--- src/rtl/rau_pkg.sv ---
// ---------------------------------------------------------------------------
// rau_pkg: shared types and constants for the rational arithmetic unit
// Status codes, operation codes and the shared divider request and response structs.
// ---------------------------------------------------------------------------
package rau_pkg;

  localparam int DW = 32;
  localparam int WW = 64;

  typedef enum logic [1:0] {
    OP_ADD = 2'd0,
    OP_SUB = 2'd1,
    OP_MUL = 2'd2,
    OP_DIV = 2'd3
  } op_t;

  typedef enum logic [1:0] {
    ST_OK       = 2'd0,
    ST_INVALID  = 2'd1,
    ST_DIVZERO  = 2'd2,
    ST_OVERFLOW = 2'd3
  } status_t;

  // Shared divide unit handshake
  typedef struct packed {
    logic          start;
    logic [WW-1:0] dividend;
    logic [WW-1:0] divisor;
  } div_req_t;

  typedef struct packed {
    logic          done;
    logic [WW-1:0] quot;
    logic [WW-1:0] rem;
  } div_rsp_t;

endpackage

--- src/rtl/rau_div.sv ---
// ---------------------------------------------------------------------------
// rau_div: shared 64-bit restoring divider
// One quotient bit per cycle; done pulses once the last quotient bit is in.
// ---------------------------------------------------------------------------
module rau_div (
  input  logic              clk,
  input  logic              rst_n,
  input  rau_pkg::div_req_t req,
  output rau_pkg::div_rsp_t rsp
);

  logic [rau_pkg::WW-1:0] q_r, q_nxt;
  logic [rau_pkg::WW:0]   rem_r, rem_nxt;
  logic [rau_pkg::WW-1:0] dvs_r, dvs_nxt;
  logic [6:0]             cnt_r, cnt_nxt;
  logic                   busy_r, busy_nxt;
  logic                   done_r, done_nxt;
  logic [rau_pkg::WW:0]   trial;

  // One shift-subtract step
  always_comb begin
    q_nxt    = q_r;
    rem_nxt  = rem_r;
    dvs_nxt  = dvs_r;
    cnt_nxt  = cnt_r;
    busy_nxt = busy_r;
    done_nxt = 1'b0;
    trial    = {rem_r[rau_pkg::WW-1:0], q_r[rau_pkg::WW-1]} - {1'b0, dvs_r};
    if (req.start) begin
      q_nxt    = req.dividend;
      rem_nxt  = '0;
      dvs_nxt  = req.divisor;
      cnt_nxt  = '0;
      busy_nxt = 1'b1;
    end else if (busy_r) begin
      if (!trial[rau_pkg::WW]) begin
        rem_nxt = trial;
        q_nxt   = {q_r[rau_pkg::WW-2:0], 1'b1};
      end else begin
        rem_nxt = {rem_r[rau_pkg::WW-1:0], q_r[rau_pkg::WW-1]};
        q_nxt   = {q_r[rau_pkg::WW-2:0], 1'b0};
      end
      cnt_nxt = cnt_r + 7'd1;
      if (cnt_r == 7'(rau_pkg::WW - 1)) begin
        busy_nxt = 1'b0;
        done_nxt = 1'b1;
      end
    end
  end

  always_ff @(posedge clk) begin
    if (!rst_n) begin
      busy_r <= 1'b0;
      done_r <= 1'b0;
      cnt_r  <= '0;
    end else begin
      busy_r <= busy_nxt;
      done_r <= done_nxt;
      cnt_r  <= cnt_nxt;
    end
    q_r   <= q_nxt;
    rem_r <= rem_nxt;
    dvs_r <= dvs_nxt;
  end

  assign rsp.done = done_r;
  assign rsp.quot = q_r;
  assign rsp.rem  = rem_r[rau_pkg::WW-1:0];

endmodule

--- config.mk ---
export PLATFORM = sky130hd
export DESIGN_NAME = rau_div
export DESIGN_NICKNAME = d
export VERILOG_FILES = /design/src/rtl/rau_pkg.sv /design/src/rtl/rau_div.sv
export SDC_FILE = /design/constraint.sdc
export NUM_CORES = 1
export LEC_CHECK = 0
export BUFFER_PORTS_ARGS = -buffer_cell sky130_fd_sc_hd__buf_2
export CAP_MARGIN = 10
export CORE_ASPECT_RATIO = 1.75
export CORE_MARGIN = 3
export CORE_UTILIZATION = 45
export CTS_BUF_LIST = sky130_fd_sc_hd__clkbuf_4 sky130_fd_sc_hd__clkbuf_8 sky130_fd_sc_hd__clkbuf_16
export DETAILED_ROUTE_END_ITERATION = 6
export PLACE_DENSITY = 0.82
export SYNTH_ARGS = -nofsm -noshare
export SYNTH_HDL_FRONTEND = slang
export SYNTH_SLANG_ARGS = --single-unit
--- constraint.sdc ---
create_clock -name clk -period 3.6 [get_ports clk]
set_input_delay 0.36 -clock clk [delete_from_list [all_inputs] [get_ports clk]]
set_output_delay 0.36 -clock clk [all_outputs]
set_load 0.03 [all_outputs]
; Word level (Yosys, flattened, before mapping)
; Index checks and enable logic that the tools add are counted.
[word_totals]
reg_bits = 201
latchBits = 0
ramBits = 0
romBits = 0
wordCells = 22
n_memories = 0
[classes]
add_sub_neg = 2
n_mul = 0
div = 0
magnitude_cmp = 0
eq_ne = 1
shift = 0
n_mux = 8
n_bitwise = 2
reduce_logical = 3
[op_table]
columns = cell, count
row1 = $mux W64, 3
row2 = $sub A65 B64 Y65, 1
row3 = $add A7 B1 Y7 const B, 1
row4 = $eq A7 B6 Y1 const B, 1
row5 = $mux W1, 5
row6 = $reduce_or A3 Y1, 1
row7 = $not A1 Y1, 2
row8 = $reduce_bool A2 Y1, 1
row9 = $reduce_or A2 Y1, 1

; Longest topological paths before layout
[depth]
ltp_word = 4
mapped_depth = 16

; Worst setup path before layout
; Ideal clock, no wire load.
[synth_timing]
kind = register to register
start = register q_r[63] (netlist bit)
end = register rem_r[60] (netlist bit)
setup_ns = 0.086
arrival_time_ns = 3.642
required_ns = 3.514
setup_slack_ns = -0.128
stages_incl_launch_ff = 16
path_buffers = 2
cell_sequence = edfxtp_1 inv_1 ha_1 fa_1 nand2b_1 a21o_1 a31o_4 o31ai_4 a211oi_2 nor4_4 or2_1 buf_4 xnor2_1 buf_6 or4_1 a211oi_1
[synth_via]
elab_chain_cells = 2
[synth_lines]
columns = item, line
row1 = from (decl), rau_div.sv:12  ; logic [rau_pkg::WW-1:0] q_r, q_nxt;
row2 = from (signal assigned), rau_div.sv:61  ; q_r <= q_nxt;
row3 = $sub A65 B64 Y65, rau_div.sv:28  ; trial = {rem_r[rau_pkg::WW-1:0], q_r[rau_pkg::WW-1]} - {1'b0, dvs_r};
row4 = $mux W64, rau_div.sv:36  ; if (!trial[rau_pkg::WW]) begin
row5 = to (signal assigned), rau_div.sv:62  ; rem_r <= rem_nxt;
row6 = to (decl), rau_div.sv:13  ; logic [rau_pkg::WW:0] rem_r, rem_nxt;
; No other way between the ends.
; A chain may end at the register's enable or synchronous reset.

; Worst setup path after layout
[layout_timing]
start = register q_r[63] (netlist bit)
end = register rem_r[9] (netlist bit)
; The elaborated chain is that of the path after synthesis.

==> metrics <==
share of synthesized cell area in full adder, half adder and majority cells=0.06993; register area share after synthesis=0.4452; number of filler instances in the final layout=2239; gate count after technology mapping=1240; number of CTS-inserted buffers=22; FF-to-FF setup slack=-0.02 ns; deepest clock path buffer count=3; maximum number of pins on one net before global-route repair=66; most common cell in the netlist=sky130_fd_sc_hd__nand2_1; combined area of the multi-input logic cells=6171 um2; post-placement setup slack=-0.06775 ns; period utilization=1.005; vertical die dimension=221.3 um; count of antenna diodes in the layout=0; effective utilization at floorplan=0.4590; Min-Delay Endpoint=dvs_r[42]; DRC marker count from the first detailed-route iteration=742; P_leak=6.595 nW; CP startpoint kind=flop; combined area of all synthesized cells=11920 um2; fraction of synthesized area in multiplexers=0.06877; type of the worst setup path=reg2reg; post-detailed-placement half-perimeter wirelength=27350 um; hold path startpoint=req[42]; Max Cap Viol=0; Required @ worst endpoint=4.01 ns; post-synthesis to final-layout area growth=26.50%; violations in the final reports=negative setup slack; share of synthesized flip-flops with an asynchronous set or reset=0; cell with the largest stage delay on the worst path=sky130_fd_sc_hd__edfxtp_1; routability congestion estimate from global placement=0.9529; vias per cell=5.909; antenna violations before repair=0; clock root buffer=sky130_fd_sc_hd__clkbuf_16; unrepaired setup endpoints after global routing=yes; Total GRT Usage=0.2510; Register-to-Register Path Depth=16; highest clock frequency the design can meet=276.5 MHz; wire length per cell after detailed routing=20.01 um; capture instance of the worst register-to-register path=rem_r[9]; simple-gate area share of the yosys netlist=0.1459; post-synthesis sequential element count=201; number of search-and-repair iterations in the first detailed-routing pass=7; level count of the clock H-tree=1; highest fanout seen on the critical path=7; ranking of synthesized cells by area=sky130_fd_sc_hd__edfxtp_1 32%, sky130_fd_sc_hd__dfxtp_1 12%, sky130_fd_sc_hd__ha_1 6.8%, sky130_fd_sc_hd__mux2_2 6.0%, sky130_fd_sc_hd__nand2_1 5.1%; WL final=37490 um; number of nets in the layout=1735; total grt overflow=0; Via Count=11070; startpoint of the worst register-to-register path=q_r[63]; share of Yosys cell area claimed by the top area cell type=0.3226; area of the core region=25960 um2; minimum setup slack in the final design=-0.01698 ns; hold violation count in the final report=0; Worst Max-Slew Pin Slew=0.8183 ns; Skew-Pair Late Insertion Delay=0.53 ns; cell depth of the worst min-delay path=1; Non-Filler Cell Area, Final=15070 um2; fraction of synthesized cell area in xor and xnor cells=0.04483; area of all sequential standard cells=5309 um2; crit path cell chain=inv_1 > ha_2 > fa_2 > nand2b_4 > a21o_1 > a31o_4 > o31ai_4 > a211oi_4 > nor4_4 > buf_4 > nor2_4 > xnor2_4 > buf_6 > buf_12 > nand2_1 > a311oi_1; Clock transition at path regs=0.08 ns; total negative slack=-0.01698 ns; I/O Buffers=259; number of endpoints failing setup at the final stage=1; setup skew after layout=0.01645 ns; minimum period implied by the final worst setup slack=3.617 ns; buffer and inverter count on the worst path=4; Min-Delay Path Class=in2reg; fraction of the mapped netlist area in compound gates=0.1742; total clock sinks=201; syn nets=1437; share of layout cells above drive strength 1=0.2857; DRC violation count after routing=0; number of rows created at floorplan=78; count of synthesis-stage warnings from yosys=0; worst relative slew slack=0.4545; main combinational cell family by area after synthesis=compound AO/OA/AOI/OAI gates; antenna-violating nets left=0; TritonCTS clock tree=done; die span in x=129.0 um; worst endpoint data arrival time=4.03 ns; syn_area_per_cell=9.610 um2; Main synth FF type=sky130_fd_sc_hd__edfxtp_1; vias in the first global route=11420; category of the worst setup path capture point=flop; total power density per cell area=498.6 nW/um2; stage delay of the slowest cell on the critical path=0.37 ns; final number of max-transition violations=0; count of distinct cell types in the synthesized netlist=71; number of top-level pins=260; category of cells accounting for the largest share of critical-path delay=compound AO/OA/AOI/OAI gates; largest voltage drop on the vdd net=0.7407 mV; first-pass GRT wire length=57500 um; result of the run=finished with violations; Post-synth EDFFs=128; Die Outline Area=28550 um2; DP Area=13620 um2; Commonest cells post-synth=163 x sky130_fd_sc_hd__nand2_1, 128 x sky130_fd_sc_hd__edfxtp_1, 90 x sky130_fd_sc_hd__a21oi_1, 88 x sky130_fd_sc_hd__inv_1, 87 x sky130_fd_sc_hd__nor2_1; area leader, netlist=sky130_fd_sc_hd__edfxtp_1
==> power breakdown <==
part	switching (mW)	total, mW	internal, mW
Clock	1.01	2.44	1.43
Sequential	0.154	2.84	2.68
Combinational	1.39	2.24	0.853
Total	2.55	7.52	4.96
==> sequential cells by signal, indices dropped and copies added, names as in the netlist <==
register  count
busy_r        1
cnt_r         7
rem_r        64
dvs_r        64
done_r        1
q_r          64
==> per-stage QoR <==
step           hold WS, ns    util  total power, mW  cells
6_report           0.01885  0.5807            7.516   1874
4_1_cts         0.00009237  0.5695            7.413   1863
2_1_floorplan       0.4539       -            4.270   1240
3_5_place_dp        0.4796  0.5245            4.920   1784
5_1_grt           0.002251  0.5807            7.830   1874
3_3_place_gp        0.4646  0.5245            4.878   1784
==> logic make-up (layout without fill, tap and decap cells) <==
family,after synthesis,in the layout
AOI/OAI and AO/OA,309,309
xor gates and xnor gates,61,61
adders and majority gates,66,66
buffers and inverters,154,468
DFF,201,201
muxes,74,74
and+or+nand+nor,375,375
==> metal layers <==
metal | share of wire | up-vias | wire length (um) | global-route usage
met5 | 0 | - | 0 | 0
li1 | - | 5128 | - | -
met3 | 0.076 | 171 | 2844 | 0.05242
met2 | 0.52 | 593 | 19580 | 0.4578
met1 | 0.33 | 5181 | 12370 | 0.2493
met4 | 0.072 | 0 | 2690 | 0.1631
==> cell type report <==
class                      count  area share
multi-input combinational    885      0.4094
sequential                   201      0.3522
timing repair buffer         340      0.1390
clock buffer                  26     0.04009
tap                          320     0.02656
inverter                      88     0.02191
clock inverter                14     0.01087
==> how the worst max path moves through the flow <==
stage / depth (start not counted) / startpoint / end
after floorplan: 15 / q_r[63] / rem_r[60]
after detailed placement: 14 / q_r[63] / rem_r[14]
after CTS: 15 / q_r[63] / rem_r[11]
after global routing: 16 / q_r[63] / rem_r[10]
final: 16 / q_r[63] / rem_r[9]
after global placement: 14 / q_r[63] / rem_r[38]
==> cells in the final DEF, fill, tap and decap left out, types with 5 or more instances in the layout <==
cell / instances
sky130_fd_sc_hd__a311oi_2: 8
sky130_fd_sc_hd__nand2b_1: 8
sky130_fd_sc_hd__xnor2_1: 33
sky130_fd_sc_hd__o31ai_1: 5
sky130_fd_sc_hd__nor3b_1: 7
sky130_fd_sc_hd__a21o_1: 26
sky130_fd_sc_hd__o21ai_1: 6
sky130_fd_sc_hd__dlygate4sd3_1: 39
sky130_fd_sc_hd__o21ai_0: 53
sky130_fd_sc_hd__inv_1: 87
sky130_fd_sc_hd__edfxtp_1: 128
sky130_fd_sc_hd__ha_1: 64
sky130_fd_sc_hd__nand4_1: 22
sky130_fd_sc_hd__nand2_1: 157
sky130_fd_sc_hd__a311oi_1: 33
sky130_fd_sc_hd__mux2_2: 63
sky130_fd_sc_hd__a31oi_1: 11
sky130_fd_sc_hd__nor2b_1: 6
sky130_fd_sc_hd__mux2i_1: 11
sky130_fd_sc_hd__and3_1: 8
sky130_fd_sc_hd__buf_2: 258
sky130_fd_sc_hd__and2_1: 7
sky130_fd_sc_hd__o21bai_1: 20
sky130_fd_sc_hd__dfxtp_1: 72
sky130_fd_sc_hd__and4_1: 7
sky130_fd_sc_hd__clkbuf_16: 25
sky130_fd_sc_hd__buf_4: 33
sky130_fd_sc_hd__nand2_2: 6
sky130_fd_sc_hd__xor2_1: 26
sky130_fd_sc_hd__a21oi_1: 88
sky130_fd_sc_hd__nor3_1: 12
sky130_fd_sc_hd__nor2_1: 86
sky130_fd_sc_hd__nand3_1: 25
sky130_fd_sc_hd__buf_6: 5
sky130_fd_sc_hd__o211ai_1: 5
==> repair_timing <==
action / 4_1_cts / 5_1_grt
pin swaps: 0 / 22
gates cloned: 0 / 3
hold buffers: 39 / 0
endpoints found under the hold margin: 39 / 0
buffers inserted: 0 / 8
gates resized for setup: 2 / 38
setup endpoints to repair: 15 / 63
Note: power is estimated with default switching activity, not from simulation.
